## config.mk

```make
export PLATFORM = sky130hd
export DESIGN_NAME = char_lcd_i2c_expander_sequencer_top
export DESIGN_NICKNAME = d
export VERILOG_FILES = /design/src/rtl/core/lcdseq_pkg.sv /design/src/rtl/core/lcdseq_cfg.sv /design/src/rtl/core/lcdseq_core.sv /design/src/rtl/core/lcdseq_outq.sv /design/src/rtl/core/char_lcd_i2c_expander_sequencer_top.sv
export SDC_FILE = /design/constraint.sdc
export NUM_CORES = 1
export LEC_CHECK = 0
export BUFFER_PORTS_ARGS = -buffer_cell sky130_fd_sc_hd__buf_4
export CORE_ASPECT_RATIO = 0.5
export CORE_MARGIN = 2
export CORE_UTILIZATION = 65
export CTS_BUF_LIST = sky130_fd_sc_hd__clkbuf_4
export DETAILED_ROUTE_END_ITERATION = 16
export PLACE_DENSITY = 0.85
export SKIP_LAST_GASP = 1
export SLEW_MARGIN = 10
export SYNTH_ARGS = -nofsm -noshare
export SYNTH_HDL_FRONTEND = slang
export SYNTH_SLANG_ARGS = --single-unit
```

## constraint.sdc

```tcl
create_clock -name clk -period 7.9 [get_ports clk]
set_input_delay 1.58 -clock clk [delete_from_list [all_inputs] [get_ports clk]]
set_output_delay 1.58 -clock clk [all_outputs]
set_load 0.005 [all_outputs]
```

## src/rtl/core/lcdseq_pkg.sv

```systemverilog
// Shared types, codes and helper functions of the character LCD expander sequencer.
`timescale 1ns / 1ps
`default_nettype none

package lcdseq_pkg;

  // Result queue geometry.
  localparam int unsigned QDepth = 4;
  localparam int unsigned QAW    = $clog2(QDepth);
  localparam int unsigned QCW    = $clog2(QDepth + 1);

  // Input opcodes.
  localparam logic [1:0] OP_STEP = 2'd0;
  localparam logic [1:0] OP_CHAR = 2'd1;
  localparam logic [1:0] OP_BL   = 2'd2;

  // Result actions.
  localparam logic [2:0] ACT_SEND      = 3'd0;
  localparam logic [2:0] ACT_DELAY     = 3'd1;
  localparam logic [2:0] ACT_INIT_DONE = 3'd2;
  localparam logic [2:0] ACT_CHAR_DONE = 3'd3;
  localparam logic [2:0] ACT_BL_ACK    = 3'd4;
  localparam logic [2:0] ACT_REJECT    = 3'd5;

  // Nibble write phases.
  localparam logic [2:0] PH_NIL       = 3'd0;
  localparam logic [2:0] PH_NIBBLE    = 3'd1;
  localparam logic [2:0] PH_EN_HIGH   = 3'd2;
  localparam logic [2:0] PH_HIGH_HOLD = 3'd3;
  localparam logic [2:0] PH_EN_LOW    = 3'd4;
  localparam logic [2:0] PH_LOW_HOLD  = 3'd5;

  // Expander control lines and masks.
  localparam logic [7:0]  CTL_RS        = 8'h01;
  localparam logic [7:0]  CTL_EN        = 8'h04;
  localparam logic [7:0]  CTL_BL        = 8'h08;
  localparam logic [7:0]  NIB_MASK      = 8'hF0;
  localparam logic [15:0] THIRD_WAIT_MS = 16'd1;

  // Display commands.
  localparam logic [7:0] CMD_WAKE     = 8'h03;
  localparam logic [7:0] CMD_4BIT     = 8'h02;
  localparam logic [7:0] CMD_FUNC     = 8'h20;
  localparam logic [7:0] CMD_DISP     = 8'h08;
  localparam logic [7:0] CMD_CLEAR    = 8'h01;
  localparam logic [7:0] CMD_ENTRY    = 8'h04;
  localparam logic [7:0] CMD_HOME     = 8'h02;

  // Configuration register indexes.
  localparam logic [2:0] CFG_INIT_DLY   = 3'd0;
  localparam logic [2:0] CFG_BL_DLY     = 3'd1;
  localparam logic [2:0] CFG_RETRY_DLY  = 3'd2;
  localparam logic [2:0] CFG_CLR_DLY    = 3'd3;
  localparam logic [2:0] CFG_HOLD_DLY   = 3'd4;
  localparam logic [2:0] CFG_FUNC_FLAGS = 3'd5;
  localparam logic [2:0] CFG_DISP_FLAGS = 3'd6;
  localparam logic [2:0] CFG_ENTRY_FLAGS = 3'd7;

  // Configuration reset values.
  localparam logic [15:0] RST_INIT_DLY    = 16'd50;
  localparam logic [15:0] RST_BL_DLY      = 16'd1000;
  localparam logic [15:0] RST_RETRY_DLY   = 16'd5;
  localparam logic [15:0] RST_CLR_DLY     = 16'd2000;
  localparam logic [15:0] RST_HOLD_DLY    = 16'd1;
  localparam logic [4:0]  RST_FUNC_FLAGS  = 5'd8;
  localparam logic [2:0]  RST_DISP_FLAGS  = 3'd4;
  localparam logic [1:0]  RST_ENTRY_FLAGS = 2'd2;

  typedef struct packed {
    logic [15:0] init_dly;
    logic [15:0] bl_dly;
    logic [15:0] retry_dly;
    logic [15:0] clr_dly;
    logic [15:0] hold_dly;
    logic [4:0]  func_flags;
    logic [2:0]  disp_flags;
    logic [1:0]  entry_flags;
  } cfg_t;

  typedef struct packed {
    logic [2:0]  action;
    logic [7:0]  xbyte;
    logic [15:0] delay_ms;
    logic        last;
  } result_t;

  // Data nibble placed in bits 7..4: high nibble on the first pass of a
  // two-pass byte, low nibble otherwise.
  function automatic logic [7:0] nibble(input logic [7:0] b, input logic two);
    logic [7:0] v;
    v = two ? (b & NIB_MASK) : ({b[3:0], 4'h0} & NIB_MASK);
    return v;
  endfunction

  function automatic logic [7:0] ctl_byte(input logic [7:0] v, input logic bl,
                                          input logic rs);
    logic [7:0] b;
    b = v | (bl ? CTL_BL : 8'h00) | (rs ? CTL_RS : 8'h00);
    return b;
  endfunction

  function automatic result_t mk_res(input logic [2:0] act, input logic [7:0] b,
                                     input logic [15:0] d);
    result_t r;
    r.action   = act;
    r.xbyte    = b;
    r.delay_ms = d;
    r.last     = 1'b0;
    return r;
  endfunction

endpackage

`default_nettype wire

```

## src/rtl/core/lcdseq_cfg.sv

```systemverilog
// Configuration register bank of the character LCD expander sequencer.
`timescale 1ns / 1ps
`default_nettype none

module lcdseq_cfg (
  input  wire                 clk,
  input  wire                 rst_n,
  input  wire                 cfg_we,
  input  wire  [2:0]          cfg_index,
  input  wire  [15:0]         cfg_wdata,
  output lcdseq_pkg::cfg_t    cfg
);

  lcdseq_pkg::cfg_t cfg_r;

  always_ff @(posedge clk) begin
    if (!rst_n) begin
      cfg_r.init_dly    <= lcdseq_pkg::RST_INIT_DLY;
      cfg_r.bl_dly      <= lcdseq_pkg::RST_BL_DLY;
      cfg_r.retry_dly   <= lcdseq_pkg::RST_RETRY_DLY;
      cfg_r.clr_dly     <= lcdseq_pkg::RST_CLR_DLY;
      cfg_r.hold_dly    <= lcdseq_pkg::RST_HOLD_DLY;
      cfg_r.func_flags  <= lcdseq_pkg::RST_FUNC_FLAGS;
      cfg_r.disp_flags  <= lcdseq_pkg::RST_DISP_FLAGS;
      cfg_r.entry_flags <= lcdseq_pkg::RST_ENTRY_FLAGS;
    end else if (cfg_we) begin
      case (cfg_index)
        lcdseq_pkg::CFG_INIT_DLY:    cfg_r.init_dly    <= cfg_wdata;
        lcdseq_pkg::CFG_BL_DLY:      cfg_r.bl_dly      <= cfg_wdata;
        lcdseq_pkg::CFG_RETRY_DLY:   cfg_r.retry_dly   <= cfg_wdata;
        lcdseq_pkg::CFG_CLR_DLY:     cfg_r.clr_dly     <= cfg_wdata;
        lcdseq_pkg::CFG_HOLD_DLY:    cfg_r.hold_dly    <= cfg_wdata;
        lcdseq_pkg::CFG_FUNC_FLAGS:  cfg_r.func_flags  <= cfg_wdata[4:0];
        lcdseq_pkg::CFG_DISP_FLAGS:  cfg_r.disp_flags  <= cfg_wdata[2:0];
        lcdseq_pkg::CFG_ENTRY_FLAGS: cfg_r.entry_flags <= cfg_wdata[1:0];
        default: ;
      endcase
    end
  end

  assign cfg = cfg_r;

endmodule

`default_nettype wire

```

## src/rtl/core/lcdseq_core.sv

```systemverilog
// Sequencer state and next-action logic for one accepted beat.
`timescale 1ns / 1ps
`default_nettype none

module lcdseq_core (
  input  wire                    clk,
  input  wire                    rst_n,
  input  wire                    in_fire,
  input  wire  [1:0]             opcode,
  input  wire  [7:0]             char_code,
  input  wire                    backlight_on,
  input  wire lcdseq_pkg::cfg_t  cfg,
  output logic [1:0]             res_cnt,
  output lcdseq_pkg::result_t    res0,
  output lcdseq_pkg::result_t    res1
);

  localparam logic [4:0] S_IDLE       = 5'd0;
  localparam logic [4:0] S_INIT_WAIT  = 5'd1;
  localparam logic [4:0] S_BL_SENT    = 5'd2;
  localparam logic [4:0] S_BL_WAIT    = 5'd3;
  localparam logic [4:0] S_TRY1       = 5'd4;
  localparam logic [4:0] S_TRY1_WAIT  = 5'd5;
  localparam logic [4:0] S_TRY2       = 5'd6;
  localparam logic [4:0] S_TRY2_WAIT  = 5'd7;
  localparam logic [4:0] S_TRY3       = 5'd8;
  localparam logic [4:0] S_TRY3_WAIT  = 5'd9;
  localparam logic [4:0] S_TO4BIT     = 5'd10;
  localparam logic [4:0] S_FUNC       = 5'd11;
  localparam logic [4:0] S_DISP       = 5'd12;
  localparam logic [4:0] S_CLEAR      = 5'd13;
  localparam logic [4:0] S_CLEAR_WAIT = 5'd14;
  localparam logic [4:0] S_ENTRY      = 5'd15;
  localparam logic [4:0] S_HOME       = 5'd16;
  localparam logic [4:0] S_HOME_WAIT  = 5'd17;
  localparam logic [4:0] S_CHAR       = 5'd18;

  logic [4:0] seq_r, seq_nxt;
  logic [2:0] ph_r, ph_nxt;
  logic       two_r, two_nxt;
  logic [7:0] btw_r, btw_nxt;
  logic       rs_r, rs_nxt;
  logic       init_r, init_nxt;
  logic       bl_r, bl_nxt;
  logic       pv_r, pv_nxt;
  logic [7:0] pc_r, pc_nxt;

  logic       sw;
  logic       sw_sec;
  logic [7:0] sw_b;
  logic       sw_rs;
  logic       sw_two;
  logic [7:0] nib_v;
  lcdseq_pkg::result_t sres;

  always_comb begin
    seq_nxt  = seq_r;
    ph_nxt   = ph_r;
    two_nxt  = two_r;
    btw_nxt  = btw_r;
    rs_nxt   = rs_r;
    init_nxt = init_r;
    bl_nxt   = bl_r;
    pv_nxt   = pv_r;
    pc_nxt   = pc_r;
    res0     = '0;
    res1     = '0;
    res_cnt  = 2'd0;
    sw       = 1'b0;
    sw_sec   = 1'b0;
    sw_b     = 8'h00;
    sw_rs    = 1'b0;
    sw_two   = 1'b0;
    sres     = '0;
    nib_v    = lcdseq_pkg::nibble(btw_r, two_r);

    if (in_fire) begin
      case (opcode)
        lcdseq_pkg::OP_STEP: begin
          if (ph_r != lcdseq_pkg::PH_NIL) begin
            case (ph_r)
              lcdseq_pkg::PH_NIBBLE: begin
                res0    = lcdseq_pkg::mk_res(lcdseq_pkg::ACT_SEND,
                            lcdseq_pkg::ctl_byte(nib_v, bl_r, rs_r), 16'd0);
                res_cnt = 2'd1;
                ph_nxt  = lcdseq_pkg::PH_EN_HIGH;
              end
              lcdseq_pkg::PH_EN_HIGH: begin
                res0    = lcdseq_pkg::mk_res(lcdseq_pkg::ACT_SEND,
                            lcdseq_pkg::ctl_byte(nib_v | lcdseq_pkg::CTL_EN, bl_r, rs_r),
                            16'd0);
                res_cnt = 2'd1;
                ph_nxt  = lcdseq_pkg::PH_HIGH_HOLD;
              end
              lcdseq_pkg::PH_HIGH_HOLD: begin
                res0    = lcdseq_pkg::mk_res(lcdseq_pkg::ACT_DELAY, 8'h00, cfg.hold_dly);
                res_cnt = 2'd1;
                ph_nxt  = lcdseq_pkg::PH_EN_LOW;
              end
              lcdseq_pkg::PH_EN_LOW: begin
                res0    = lcdseq_pkg::mk_res(lcdseq_pkg::ACT_SEND,
                            lcdseq_pkg::ctl_byte(nib_v, bl_r, rs_r), 16'd0);
                res_cnt = 2'd1;
                ph_nxt  = lcdseq_pkg::PH_LOW_HOLD;
              end
              lcdseq_pkg::PH_LOW_HOLD: begin
                res0    = lcdseq_pkg::mk_res(lcdseq_pkg::ACT_DELAY, 8'h00, cfg.hold_dly);
                res_cnt = 2'd1;
                ph_nxt  = two_r ? lcdseq_pkg::PH_NIBBLE : lcdseq_pkg::PH_NIL;
                two_nxt = 1'b0;
              end
              default: ph_nxt = lcdseq_pkg::PH_NIL;
            endcase
          end else if (seq_r != S_IDLE) begin
            case (seq_r)
              S_INIT_WAIT: begin
                bl_nxt  = 1'b1;
                res0    = lcdseq_pkg::mk_res(lcdseq_pkg::ACT_SEND,
                            lcdseq_pkg::ctl_byte(8'h00, 1'b1, rs_r), 16'd0);
                res_cnt = 2'd1;
                seq_nxt = S_BL_SENT;
              end
              S_BL_SENT: begin
                res0    = lcdseq_pkg::mk_res(lcdseq_pkg::ACT_DELAY, 8'h00, cfg.bl_dly);
                res_cnt = 2'd1;
                seq_nxt = S_BL_WAIT;
              end
              S_BL_WAIT: begin
                sw      = 1'b1;
                sw_b    = lcdseq_pkg::CMD_WAKE;
                seq_nxt = S_TRY1;
              end
              S_TRY1: begin
                res0    = lcdseq_pkg::mk_res(lcdseq_pkg::ACT_DELAY, 8'h00, cfg.retry_dly);
                res_cnt = 2'd1;
                seq_nxt = S_TRY1_WAIT;
              end
              S_TRY1_WAIT: begin
                sw      = 1'b1;
                sw_b    = lcdseq_pkg::CMD_WAKE;
                seq_nxt = S_TRY2;
              end
              S_TRY2: begin
                res0    = lcdseq_pkg::mk_res(lcdseq_pkg::ACT_DELAY, 8'h00, cfg.retry_dly);
                res_cnt = 2'd1;
                seq_nxt = S_TRY2_WAIT;
              end
              S_TRY2_WAIT: begin
                sw      = 1'b1;
                sw_b    = lcdseq_pkg::CMD_WAKE;
                seq_nxt = S_TRY3;
              end
              S_TRY3: begin
                res0    = lcdseq_pkg::mk_res(lcdseq_pkg::ACT_DELAY, 8'h00,
                            lcdseq_pkg::THIRD_WAIT_MS);
                res_cnt = 2'd1;
                seq_nxt = S_TRY3_WAIT;
              end
              S_TRY3_WAIT: begin
                sw      = 1'b1;
                sw_b    = lcdseq_pkg::CMD_4BIT;
                seq_nxt = S_TO4BIT;
              end
              S_TO4BIT: begin
                sw      = 1'b1;
                sw_b    = lcdseq_pkg::CMD_FUNC | {3'b000, cfg.func_flags};
                sw_two  = 1'b1;
                seq_nxt = S_FUNC;
              end
              S_FUNC: begin
                sw      = 1'b1;
                sw_b    = lcdseq_pkg::CMD_DISP | {5'b00000, cfg.disp_flags};
                sw_two  = 1'b1;
                seq_nxt = S_DISP;
              end
              S_DISP: begin
                sw      = 1'b1;
                sw_b    = lcdseq_pkg::CMD_CLEAR;
                sw_two  = 1'b1;
                seq_nxt = S_CLEAR;
              end
              S_CLEAR: begin
                res0    = lcdseq_pkg::mk_res(lcdseq_pkg::ACT_DELAY, 8'h00, cfg.clr_dly);
                res_cnt = 2'd1;
                seq_nxt = S_CLEAR_WAIT;
              end
              S_CLEAR_WAIT: begin
                sw      = 1'b1;
                sw_b    = lcdseq_pkg::CMD_ENTRY | {6'b000000, cfg.entry_flags};
                sw_two  = 1'b1;
                seq_nxt = S_ENTRY;
              end
              S_ENTRY: begin
                sw      = 1'b1;
                sw_b    = lcdseq_pkg::CMD_HOME;
                sw_two  = 1'b1;
                seq_nxt = S_HOME;
              end
              S_HOME: begin
                res0    = lcdseq_pkg::mk_res(lcdseq_pkg::ACT_DELAY, 8'h00, cfg.clr_dly);
                res_cnt = 2'd1;
                seq_nxt = S_HOME_WAIT;
              end
              S_HOME_WAIT: begin
                res0     = lcdseq_pkg::mk_res(lcdseq_pkg::ACT_INIT_DONE, 8'h00, 16'd0);
                res_cnt  = 2'd1;
                init_nxt = 1'b1;
                seq_nxt  = S_IDLE;
                if (pv_r) begin
                  pv_nxt  = 1'b0;
                  pc_nxt  = 8'h00;
                  sw      = 1'b1;
                  sw_sec  = 1'b1;
                  sw_b    = pc_r;
                  sw_rs   = 1'b1;
                  sw_two  = 1'b1;
                  seq_nxt = S_CHAR;
                end
              end
              S_CHAR: begin
                res0    = lcdseq_pkg::mk_res(lcdseq_pkg::ACT_CHAR_DONE, 8'h00, 16'd0);
                res_cnt = 2'd1;
                seq_nxt = S_IDLE;
              end
              default: seq_nxt = S_IDLE;
            endcase
          end
        end
        lcdseq_pkg::OP_CHAR: begin
          if (seq_r != S_IDLE || ph_r != lcdseq_pkg::PH_NIL) begin
            res0    = lcdseq_pkg::mk_res(lcdseq_pkg::ACT_REJECT, 8'h00, 16'd0);
            res_cnt = 2'd1;
          end else if (!init_r) begin
            pv_nxt  = 1'b1;
            pc_nxt  = char_code;
            res0    = lcdseq_pkg::mk_res(lcdseq_pkg::ACT_DELAY, 8'h00, cfg.init_dly);
            res_cnt = 2'd1;
            seq_nxt = S_INIT_WAIT;
          end else begin
            sw      = 1'b1;
            sw_b    = char_code;
            sw_rs   = 1'b1;
            sw_two  = 1'b1;
            seq_nxt = S_CHAR;
          end
        end
        lcdseq_pkg::OP_BL: begin
          bl_nxt  = backlight_on;
          res0    = lcdseq_pkg::mk_res(lcdseq_pkg::ACT_BL_ACK, 8'h00, 16'd0);
          res_cnt = 2'd1;
        end
        default: ;
      endcase
    end

    // Starting a byte write emits its first nibble right away.
    if (sw) begin
      btw_nxt = sw_b;
      rs_nxt  = sw_rs;
      two_nxt = sw_two;
      ph_nxt  = lcdseq_pkg::PH_EN_HIGH;
      sres    = lcdseq_pkg::mk_res(lcdseq_pkg::ACT_SEND,
                  lcdseq_pkg::ctl_byte(lcdseq_pkg::nibble(sw_b, sw_two), bl_nxt, sw_rs),
                  16'd0);
      if (sw_sec) begin
        res1    = sres;
        res_cnt = 2'd2;
      end else begin
        res0    = sres;
        res_cnt = 2'd1;
      end
    end

    if (res_cnt == 2'd2) begin
      res1.last = 1'b1;
    end else if (res_cnt == 2'd1) begin
      res0.last = 1'b1;
    end
  end

  always_ff @(posedge clk) begin
    if (!rst_n) begin
      seq_r  <= S_IDLE;
      ph_r   <= lcdseq_pkg::PH_NIL;
      two_r  <= 1'b0;
      btw_r  <= 8'h00;
      rs_r   <= 1'b0;
      init_r <= 1'b0;
      bl_r   <= 1'b0;
      pv_r   <= 1'b0;
      pc_r   <= 8'h00;
    end else begin
      seq_r  <= seq_nxt;
      ph_r   <= ph_nxt;
      two_r  <= two_nxt;
      btw_r  <= btw_nxt;
      rs_r   <= rs_nxt;
      init_r <= init_nxt;
      bl_r   <= bl_nxt;
      pv_r   <= pv_nxt;
      pc_r   <= pc_nxt;
    end
  end

endmodule

`default_nettype wire

```

## src/rtl/core/lcdseq_outq.sv

```systemverilog
// Result queue that takes up to two results per cycle and drains one per beat.
`timescale 1ns / 1ps
`default_nettype none

module lcdseq_outq (
  input  wire                      clk,
  input  wire                      rst_n,
  input  wire  [1:0]               push_cnt,
  input  wire lcdseq_pkg::result_t push0,
  input  wire lcdseq_pkg::result_t push1,
  output logic                     room2,
  output logic                     head_valid,
  output lcdseq_pkg::result_t      head,
  input  wire                      pop
);

  lcdseq_pkg::result_t mem_r [lcdseq_pkg::QDepth];

  logic [lcdseq_pkg::QAW-1:0] wr_ptr_r, wr_ptr_nxt;
  logic [lcdseq_pkg::QAW-1:0] rd_ptr_r, rd_ptr_nxt;
  logic [lcdseq_pkg::QCW-1:0] cnt_r, cnt_nxt;
  logic [lcdseq_pkg::QAW-1:0] wr_ptr_p1;
  logic                       do_pop;

  assign do_pop     = pop && (cnt_r != '0);
  assign wr_ptr_p1  = wr_ptr_r + lcdseq_pkg::QAW'(1);
  assign wr_ptr_nxt = wr_ptr_r + lcdseq_pkg::QAW'(push_cnt);
  assign rd_ptr_nxt = rd_ptr_r + lcdseq_pkg::QAW'(do_pop);
  assign cnt_nxt    = cnt_r + lcdseq_pkg::QCW'(push_cnt) - lcdseq_pkg::QCW'(do_pop);

  assign room2      = (cnt_r <= lcdseq_pkg::QCW'(lcdseq_pkg::QDepth - 2));
  assign head_valid = (cnt_r != '0);
  assign head       = mem_r[rd_ptr_r];

  always_ff @(posedge clk) begin
    if (push_cnt != 2'd0) begin
      mem_r[wr_ptr_r] <= push0;
    end
    if (push_cnt == 2'd2) begin
      mem_r[wr_ptr_p1] <= push1;
    end
  end

  always_ff @(posedge clk) begin
    if (!rst_n) begin
      wr_ptr_r <= '0;
      rd_ptr_r <= '0;
      cnt_r    <= '0;
    end else begin
      wr_ptr_r <= wr_ptr_nxt;
      rd_ptr_r <= rd_ptr_nxt;
      cnt_r    <= cnt_nxt;
    end
  end

endmodule

`default_nettype wire

```

## src/rtl/core/char_lcd_i2c_expander_sequencer_top.sv

```systemverilog
// Top level of the character LCD expander sequencer.
//
// The in_ channel carries events: step done (a send or delay finished),
// write character and set backlight, with the opcode in in_tuser. For each
// beat the block produces zero, one or two result beats on the out_ channel:
// an expander byte to send, a delay to start, init complete, character
// written, backlight acknowledgment or rejection; out_tlast marks the last
// result of an input beat. Results are queued as their beat is accepted and
// reach out_ once earlier results have drained. The sequencer state updates
// on acceptance, so one input beat per cycle is taken while the four-entry
// result queue has room for two more results; results drain at one per beat.
// When the receiver stalls, the queue fills and in_tready drops until two
// entries are free again. Synchronous reset empties the queue, returns the
// sequencer to idle and uninitialized with backlight off, and loads the
// register defaults. Registers are written through cfg_we, cfg_index and
// cfg_wdata and should only change while the block is idle.
`timescale 1ns / 1ps
`default_nettype none

module char_lcd_i2c_expander_sequencer_top (
  input  wire         clk,
  input  wire         rst_n,
  input  wire         in_tvalid,
  output logic        in_tready,
  input  wire  [15:0] in_tdata,   // [7:0] char_code, [8] backlight_on, rest zero
  input  wire  [1:0]  in_tuser,   // [1:0] opcode
  output logic        out_tvalid,
  input  wire         out_tready,
  output logic [23:0] out_tdata,  // [7:0] expander_byte, [23:8] delay_ms
  output logic [2:0]  out_tuser,  // [2:0] action
  output logic        out_tlast,
  input  wire         cfg_we,
  input  wire  [2:0]  cfg_index,
  input  wire  [15:0] cfg_wdata
);

  lcdseq_pkg::cfg_t    cfg;
  lcdseq_pkg::result_t res0;
  lcdseq_pkg::result_t res1;
  lcdseq_pkg::result_t head;
  logic [1:0]          res_cnt;
  logic                room2;
  logic                in_fire;

  assign in_tready = room2;
  assign in_fire   = in_tvalid && room2;

  lcdseq_cfg u_cfg (
    .clk       (clk),
    .rst_n     (rst_n),
    .cfg_we    (cfg_we),
    .cfg_index (cfg_index),
    .cfg_wdata (cfg_wdata),
    .cfg       (cfg)
  );

  lcdseq_core u_core (
    .clk          (clk),
    .rst_n        (rst_n),
    .in_fire      (in_fire),
    .opcode       (in_tuser),
    .char_code    (in_tdata[7:0]),
    .backlight_on (in_tdata[8]),
    .cfg          (cfg),
    .res_cnt      (res_cnt),
    .res0         (res0),
    .res1         (res1)
  );

  lcdseq_outq u_outq (
    .clk        (clk),
    .rst_n      (rst_n),
    .push_cnt   (res_cnt),
    .push0      (res0),
    .push1      (res1),
    .room2      (room2),
    .head_valid (out_tvalid),
    .head       (head),
    .pop        (out_tready)
  );

  assign out_tdata = {head.delay_ms, head.xbyte};
  assign out_tuser = head.action;
  assign out_tlast = head.last;

endmodule

`default_nettype wire

```

Word level (Yosys, flattened, before mapping)
Memories as Yosys holds them, arrays and structs flattened. A register that Yosys moved wholly into a read port is not among the register bits.
Cells that the tools add are included.
Widths: inputs -> output; s select.

cells by class
  $add $sub $neg = 5
  magnitude comparators = 1
  equal/unequal tests = 40
  mux-type cells = 100
  bitwise logic cells = 8
  reduce and logical (&&, ||, !) cells = 40

operators by type and width
  operator            count
  $mux 28             7
  $pmux 27 s7         1
  $mux 8              14
  $pmux 5 s17         1
  $pmux 28 s3         1
  $pmux 26 s3         1
  $pmux 8 s7          1
  $or 8x8->8          6
  $mux 1              42
  $eq 5x4->1 const B  8
  $pmux 8 s2          2
  $mux 26             1
  $mux 25             1
  $mux 5              5
  $mux 2              11
  $eq 5x3->1 const B  4
  $eq 3x3->1 const B  6
  $reduce_or 9->1     2
  $reduce_and 2->1    8
  $eq 5x5->1 const B  3
  $pmux 3 s5          1
  $pmux 1 s2          7
  $eq 3x2->1 const B  4
  $reduce_bool 2->1   6
  31 further kinds    51

storage, ports and cells
  bits in registers = 126
  memory bits (writable) = 112
  input bits = 42
  output and inout bits = 30
  word-level logic and storage cells = 216
  memories = 1

memory list
  memory        depth  width  rd ports  clocked after memory_dff  wr ports  line               source
  u_outq.mem_r  4      28     1         1                         2         lcdseq_outq.sv:17  lcdseq_pkg::result_t mem_r [lcdseq_pkg::QDepth];

Longest topological paths before layout
Gate-level depths: netlist (run 1).

  word-level depth = 14
  depth in mapped cells = 15
  depth with buffers taken out = 13

Cells and area by module
From an unflattened synthesis (run 1), not the netlist that was laid out.

unflattened totals
  cells, all modules = 1,092
  area, all modules = 12,560.8 µm²

modules (own cells, without submodules)
  module                               times used  cells each  area each (µm²)  sequential area each (µm²)
  lcdseq_outq                          1           316         5,993.2          3,503.4
  lcdseq_cfg                           1           332         3,454.6          1,801.7
  lcdseq_core                          1           443         3,106.7          580.6
  char_lcd_i2c_expander_sequencer_top  1           1           6.3              0.0

Worst setup path after synthesis (run 1)
Ideal clock, no wire load.

  path type = input port to flip-flop
  from = input in_tuser[1]
  to = register u_outq.cnt_r[2] in the netlist's numbering
  library setup time = 0.128 ns
  arrival = 3.903 ns
  required time = 7.772 ns
  path slack = 3.869 ns
  stages = 11
  path buffers = 1
  path through = clkbuf_1 -> or2_2 -> nor3_2 -> nand2_1 -> nor2_1 -> inv_1 -> ha_1 -> fa_1 -> xnor2_1 -> xnor2_1 -> nor2_1

on the way
  longest elaborated chain between the ends = 7
  elaborated cells on any way between the ends = 13

RTL lines
  element               line                                       source
  start, declared       char_lcd_i2c_expander_sequencer_top.sv:26  input wire [1:0] in_tuser,
  $logic_not 2->1       lcdseq_core.sv:78                          case (opcode)
  $mux 1                lcdseq_core.sv:78
  $mux 1                lcdseq_core.sv:77                          if (in_fire) begin
  $mux 2                lcdseq_core.sv:265                         if (sw_sec) begin
  $mux 2 *              lcdseq_core.sv:257                         if (sw) begin
  $add 3x2->3 *         lcdseq_outq.sv:29                          assign cnt_nxt = cnt_r + lcdseq_pkg::QCW'(push_cnt) - lcdseq_pkg::QCW'(do_pop);
  $sub 3x1->3 *         lcdseq_outq.sv:29
  end signal, assigned  lcdseq_outq.sv:52                          cnt_r <= cnt_nxt;
  end, declared         lcdseq_outq.sv:21                          logic [lcdseq_pkg::QCW-1:0] cnt_r, cnt_nxt;

Every way passes the cells marked *; elsewhere a longest branch is shown, timed or not.
A chain may end at the register's enable or synchronous reset.

Worst setup path after layout (run 1)
  from = input in_tuser[0]
  to = register u_outq.cnt_r[2] in the netlist's numbering

Same word-level chain as after synthesis.

==> results of run 1 <==
## cell usage in the layout (no fill, tap or decap), types with 19 or more instances in the layout
cell	count
inv_1	19
dfxtp_1	201
a21oi_1	98
nor2_1	65
nand3_1	119
edfxtp_1	32
mux4_2	27
o21ai_0	91
clkbuf_4	71
buf_4	72
nand2_1	245
o21ai_1	34
## metrics by stage
| stage | setup WS (ns) | utilization (%) | hold WS [ns] |
|---|---|---|---|
| after global routing | 3.19 | 72.7 | 0.473 |
| final | 3.37 | 72.7 | 0.454 |
| after CTS | 3.51 | 72.6 | 0.457 |
| after floorplan | 3.87 | - | 0.431 |
| after detailed placement | 2.89 | 68.6 | 0.448 |
| after global placement | 2.91 | 68.6 | 0.437 |
## Yosys cell counts (10+ instances only)
| library cell | number | area share, % |
|---|---|---|
| a21oi_1 | 98 | 4.6 |
| a222oi_1 | 16 | 1.5 |
| a22oi_1 | 18 | 1.3 |
| and2_1 | 10 | 0.58 |
| buf_2 | 26 | 1.2 |
| clkbuf_1 | 55 | 1.9 |
| dfxtp_1 | 202 | 38 |
| edfxtp_1 | 32 | 9.0 |
| inv_1 | 19 | 0.67 |
| mux2i_1 | 16 | 1.5 |
| mux4_2 | 27 | 5.7 |
| nand2_1 | 245 | 8.6 |
| nand3_1 | 119 | 5.6 |
| nor2_1 | 65 | 2.3 |
| nor2b_1 | 11 | 0.64 |
| nor3_1 | 18 | 0.84 |
| o21ai_0 | 91 | 4.3 |
| o21ai_1 | 34 | 1.6 |
## power groups by stage
stage / logic (W) / clock network (W) / registers (W)
3_3_place_gp: 0.000418 / 0 / 0.00136
2_1_floorplan: 0.000340 / 0 / 0.00131
4_1_cts: 0.000431 / 0.000959 / 0.00134
3_5_place_dp: 0.000428 / 0 / 0.00137
5_1_grt: 0.000472 / 0.00102 / 0.00135
6_report: 0.000435 / 0.000956 / 0.00134
## logic make-up (layout without fill, tap and decap cells)
family,Yosys count,after routing,synth area share [%]
AOI/OAI and AO/OA,323,323,18.6
and+or+nand+nor,509,509,21.3
other,1,2,0.0350
adders and majority gates,6,6,0.771
muxes,44,44,7.28
DFF,234,234,46.7
buffers and inverters,115,183,4.57
xor gates and xnor gates,8,8,0.654
## final cells by class
cell class | count | share of cell area, %
Sequential cell | 234 | 42.5
Timing Repair Buffer | 72 | 4.59
Antenna cell | 1 | 0.0212
Inverter | 21 | 0.669
Multi-Input combinational cell | 891 | 44.3
Clock buffer | 71 | 4.52
Tap cell | 227 | 2.41
Clock inverter | 19 | 1.07
## metal layers
layer / track usage (%) / vias to the layer above
li1: - / 4524
met1: 47.9 / 4512
met2: 52.2 / 505
met3: 7.44 / 57
met4: 8.13 / 0
met5: 0 / -
## worst min path at each step
stage / startpoint / to / slack (ns) / depth (start not counted)
global route: u_cfg.cfg[48] / u_cfg.cfg[48] / 0.47 / 2
floorplan: u_core.btw_r[3] / u_core.btw_r[3] / 0.43 / 2
global placement: u_core.btw_r[7] / u_core.btw_r[7] / 0.44 / 2
finish: u_cfg.cfg[70] / u_cfg.cfg[70] / 0.45 / 2
detailed placement: u_cfg.cfg[70] / u_cfg.cfg[70] / 0.45 / 2
CTS: u_cfg.cfg[70] / u_cfg.cfg[70] / 0.46 / 2
## sequential cells by signal, summed over array words and instances (netlist names)
register / cells
u_cfg.cfg: 90
u_core.bl_r: 1
u_core.btw_r: 8
u_core.init_r: 1
u_core.pc_r: 8
u_core.ph_r: 3
u_core.pv_r: 1
u_core.rs_r: 1
u_core.seq_r: 5
u_core.two_r: 1
u_outq.cnt_r: 3
u_outq.mem_r: 108
u_outq.rd_ptr_r: 2
u_outq.wr_ptr_r: 2
## worst reg2reg max path: cells and delay by family, from the launching register on
family	cells	cell delay (ns)
flip-flops	1	0.81
AO/OA/AOI/OAI	3	1.75
AND/OR/NAND/NOR	3	1.18
==> flow_metrics.tcl, run 1 <==
set metrics [dict create \
    fp.dieH_um 94.8 \
    setup_viol 0 \
    reg2reg_to "u_outq.mem_r[0][0]" \
    cts_sinks 234 \
    crit_family "simple AND/OR/NAND/NOR gates" \
    hp-class "reg -> reg" \
    reg2reg_slack_ns 3.77 \
    start_util_pct 66.0 \
    clk_pin_slew_ns 0.07 \
    p_sw_w 0.000791 \
    fmax_mhz 221 \
    grt_max_degree 68 \
    grt_pass1_vias 8970 \
    critPathArrivalTime_ns 5.02 \
    crit_path_start_kind "primary input" \
    r2r-start "u_core.seq_r[0]" \
    critical_path.cell_chain "buf_4 > nor2b_1 > nand2_1 > nor3_1 > a21o_1 > o21ai_1 > inv_1 > ha_1 > inv_1 > fa_1 > xnor2_1 > xnor2_1 > nor2_1" \
    reg2reg_depth 6 \
    layout.nets 1319 \
    hpwl_mm 19.0 \
    multi_input_area_um2 5220 \
    syn_to_final_growth_pct 10.1 \
    cts_made_buffers 51 \
    cts_root_buf "clkbuf_4" \
    wl_mm 29.1 \
    synth_top_flop_cell "dfxtp_1" \
    rsz0062_at_grt "no" \
    clk_latency_ns 0.64 \
    p_leak_nw 4.14 \
    wl_met1_mm 12.7 \
    setup_tns_ns 0 \
    status "finished clean" \
    tightest_slew_ns 1.21 \
    cts-resized-gates 0 \
    cp-endpoint "u_outq.cnt_r[2]" \
    p_int_w 0.00194 \
    netlist_area_um2 10700 \
    p_per_area_nw_per_um2 231 \
    p_clk_share_pct 35.0 \
    critPathKind "in -> reg" \
    dieArea_um2 17600 \
    grt_pass1_wl_mm 46.2 \
    topRoutingLayerUsed "met4" \
    relSlewSlack_pct 19.0 \
    routed-wl-met2_mm 13.0 \
    period_minus_slack_ns 4.53 \
    cp_max_fo 15 \
    synth_edf_count 32 \
    cts_htree_levels 2 \
    clockBufferDepth 3 \
    path_depth 13 \
    n_fill_cell 1233 \
    dpl_cell_area_um2 11100 \
    path_buf_inv 3 \
    power_w 0.00273 \
    final_cells 1536 \
    grt_use_total_pct 33.5 \
    synth.ff_latch_count 234 \
    maxCapViolCount 0 \
    antenna_left 0 \
    dr.pass1.iters 8 \
    skew_ns 0.0278 \
    antenna_found_initial 1 \
    cts_setup_buffers 0 \
    viasPerCell 6.25 \
    cp-end-kind "flop" \
    vias 9598 \
    first_iter_violations 1255 \
    cts_hold_buffers 0 \
    core-area_um2 16200 \
    crit_start "in_tuser[0]" \
    die_w_um 186 \
    synth_fp_nets 1288 \
    wire_per_inst_um 18.9 \
    ys_warn_count 0 \
    syn_inst 1240 \
    gp_congestion 0.962 \
    wl_met3_mm 2.88 \
    final-hold-violation-count 0 \
    yosysUniqueCellTypes 75 \
    swShare_pct 29.0 \
    ir_worst_vdd_uv 139 \
    syn_avg_cell_area_um2 8.63 \
    dp.cells 1445 \
    async_flop_share_pct 0 \
    io_pins 72 \
    cp_slowest_stage_delay_ns 0.77 \
    finalCritPeriodShare_pct 57.3 \
    synth_seq_area_share_pct 46.7 \
    fp-row-count 33 \
    portBuffers 63 \
    slew_viol_final 0 \
    final_cell_area_um2 11800 \
    p_comb_share_pct 15.9 \
    drc 0 \
    cts_tree "done" \
    grt_overflow_total 0 \
    drive_gt1_share_pct 15.0 \
    regArea_um2 5010 \
    sequentialPowerShare_pct 49.0 \
    required_ns 8.39 \
    cp_slowest_cell "nor2b_1" \
]
No activity file was read; power rests on OpenSTA's default activity.
==> inputs of run 2 (changes only) <==
Settings changed: CORE_UTILIZATION 65 to 57, PLACE_DENSITY 0.85 to 0.79.
Clock period 7.9 ns to 3.8 ns, I/O delays scaled along.
==> run 2 against run 1 <==
Compared with the run above:
- design area rose by 1.2%
- global-route usage shrank 3.8 points
- worst setup slack got worse by 2.8 ns
- largest power group unchanged
- sequential power grew 110%
- hold slack got worse by 0.099 ns
- clock-buffer cell count is 7 higher
- first-iteration DRC count shrank 12%
- sequential share of layout area fell by 0.50 points
- routed wire length increased by 0.25%
- largest cell class unchanged
==> flow_metrics.tcl, run 2 (synthesis gave the netlist of run 1 again) <==
set metrics [dict create \
    grt_max_degree 39 \
    largest_reg_flops 108 \
    cp-end-kind "output pin" \
    relSlewSlack_pct 38.5 \
    antenna_found_initial 0 \
    fp-row-count 35 \
    p_clk_share_pct 33.8 \
    ir_worst_vdd_uv 311 \
    crit_start "u_outq.rd_ptr_r[0]" \
    reg2reg_depth 12 \
    path_buf_inv 2 \
    clk_latency_ns 0.67 \
    viasPerCell 6.11 \
    cts_setup_buffers 0 \
    first_iter_violations 1101 \
    gp_congestion 0.908 \
    start_util_pct 58.2 \
    tightest_slew_ns 0.923 \
    status "finished clean" \
    crit_path_start_kind "flop" \
    reg2reg_slack_ns 0.60 \
    finalCritPeriodShare_pct 84.7 \
    p_per_area_nw_per_um2 471 \
    cts_root_buf "clkbuf_4" \
    cp_max_fo 23 \
    dpl_cell_area_um2 11300 \
    maxCapViolCount 0 \
    critical_path.cell_chain "buf_4 > mux4_2 > buf_4" \
    drive_gt1_share_pct 16.7 \
    cp-endpoint "out_tdata[21]" \
    hpwl_mm 19.8 \
    n_fill_cell 1549 \
    path_depth 3 \
    skew_ns 0.0336 \
    dr.pass1.iters 7 \
    wl_mm 29.1 \
    crit_family "flip-flops" \
    cts_tree "done" \
    rsz0062_at_grt "no" \
    slew_viol_final 0 \
    swShare_pct 29.2 \
    final_common_cell "nand2_1" \
    cts_made_buffers 52 \
    wire_per_inst_um 18.6 \
    final-hold-violation-count 0 \
    clockBufferDepth 3 \
    cts_sinks 234 \
    r2r-start "u_core.seq_r[1]" \
    grt_use_total_pct 29.7 \
    hp-class "in -> reg" \
    cp_slowest_stage_delay_ns 0.86 \
    io_pins 72 \
    clk_pin_slew_ns 0.07 \
    p_int_w 0.00398 \
    p_comb_share_pct 17.1 \
    crit_top_cell "buf_4" \
    grt_overflow_total 0 \
    sequentialPowerShare_pct 49.1 \
    num_antenna_cells 0 \
    syn_to_final_growth_pct 11.4 \
    dieArea_um2 20000 \
    die_w_um 198 \
    fp.dieH_um 101 \
    period_minus_slack_ns 3.22 \
    reg2reg_to "u_outq.cnt_r[2]" \
    layout.nets 1342 \
    required_ns 3.04 \
    cp_slowest_cell "dfxtp_2" \
    p_sw_w 0.00164 \
    grt_pass1_vias 9049 \
    vias 9581 \
    regMostFlops "u_outq.mem_r" \
    cts-resized-gates 0 \
    drc 0 \
    critPathArrivalTime_ns 2.46 \
    grt_pass1_wl_mm 47.0 \
    fmax_mhz 311 \
    portBuffers 63 \
    core-area_um2 18400 \
    critPathKind "reg -> out" \
    cts_hold_buffers 0 \
    layout_common_cells "nand2_1 (245), dfxtp_1 (201), nand3_1 (119)" \
    final_cell_area_um2 11900 \
    p_leak_nw 4.23 \
    antenna_left 0 \
    cts_htree_levels 2 \
    setup_tns_ns 0 \
    setup_viol 0 \
]
[run 2: worst min path at each step]
stage / cells after the start / slack (ns) / end / from
detailed placement: 2 / 0.44 / u_core.btw_r[7] / u_core.btw_r[7]
CTS: 3 / 0.33 / u_cfg.cfg[36] / cfg_wdata[10]
finish: 3 / 0.35 / u_cfg.cfg[63] / cfg_wdata[5]
floorplan: 2 / 0.43 / u_core.btw_r[3] / u_core.btw_r[3]
global placement: 2 / 0.44 / u_core.btw_r[7] / u_core.btw_r[7]
global route: 3 / 0.31 / u_cfg.cfg[36] / cfg_wdata[10]
[run 2: stage by stage]
stage	setup slack, ns	utilization (%)	power [W]	cells	hold slack, ns
global placement	0.633	61.5	0.00374	1480	0.438
floorplan	0.589	-	0.00342	1240	0.431
CTS	0.513	64.9	0.00562	1567	0.326
global route	0.330	64.9	0.00587	1567	0.315
finish	0.581	64.9	0.00562	1567	0.355
detailed placement	0.654	61.5	0.00377	1480	0.443
[run 2: per-layer routing]
layer	GRT usage [%]	wire [um]
met5	0	0
met4	8.21	364
met3	6.69	2820
met2	45.6	12900
met1	42.5	13000
[run 2: cell type report]
type                            instances  area (um2)  share of cell area (%)
Sequential cell                       234        5010                    42.0
Clock buffer                           78         586                    4.91
Clock inverter                          9        41.3                   0.346
Multi-Input combinational cell        891        5210                    43.7
Timing Repair Buffer                   94         706                    5.92
Tap cell                              240         300                    2.52
Inverter                               21        78.8                   0.661
[run 2: power by group through the flow]
stage	registers [W]	logic, W	clock network (W)
after detailed placement	0.00282	0.000949	0
after CTS	0.00276	0.000953	0.00191
after floorplan	0.00271	0.000707	0
after global placement	0.00281	0.000930	0
after global routing	0.00279	0.00104	0.00204
final	0.00276	0.000960	0.00190
[run 2: worst reg2reg max path: stages (launching register included)]
cell and delay, ns:
dfxtp_1 0.72, inv_1 0.23, o221a_2 0.37, o21ai_1 0.33, a21o_1 0.24, o21ai_1 0.11
inv_1 0.13, ha_1 0.15, inv_1 0.04, fa_1 0.37, xnor2_1 0.17, xnor2_1 0.15
nor2_1 0.06
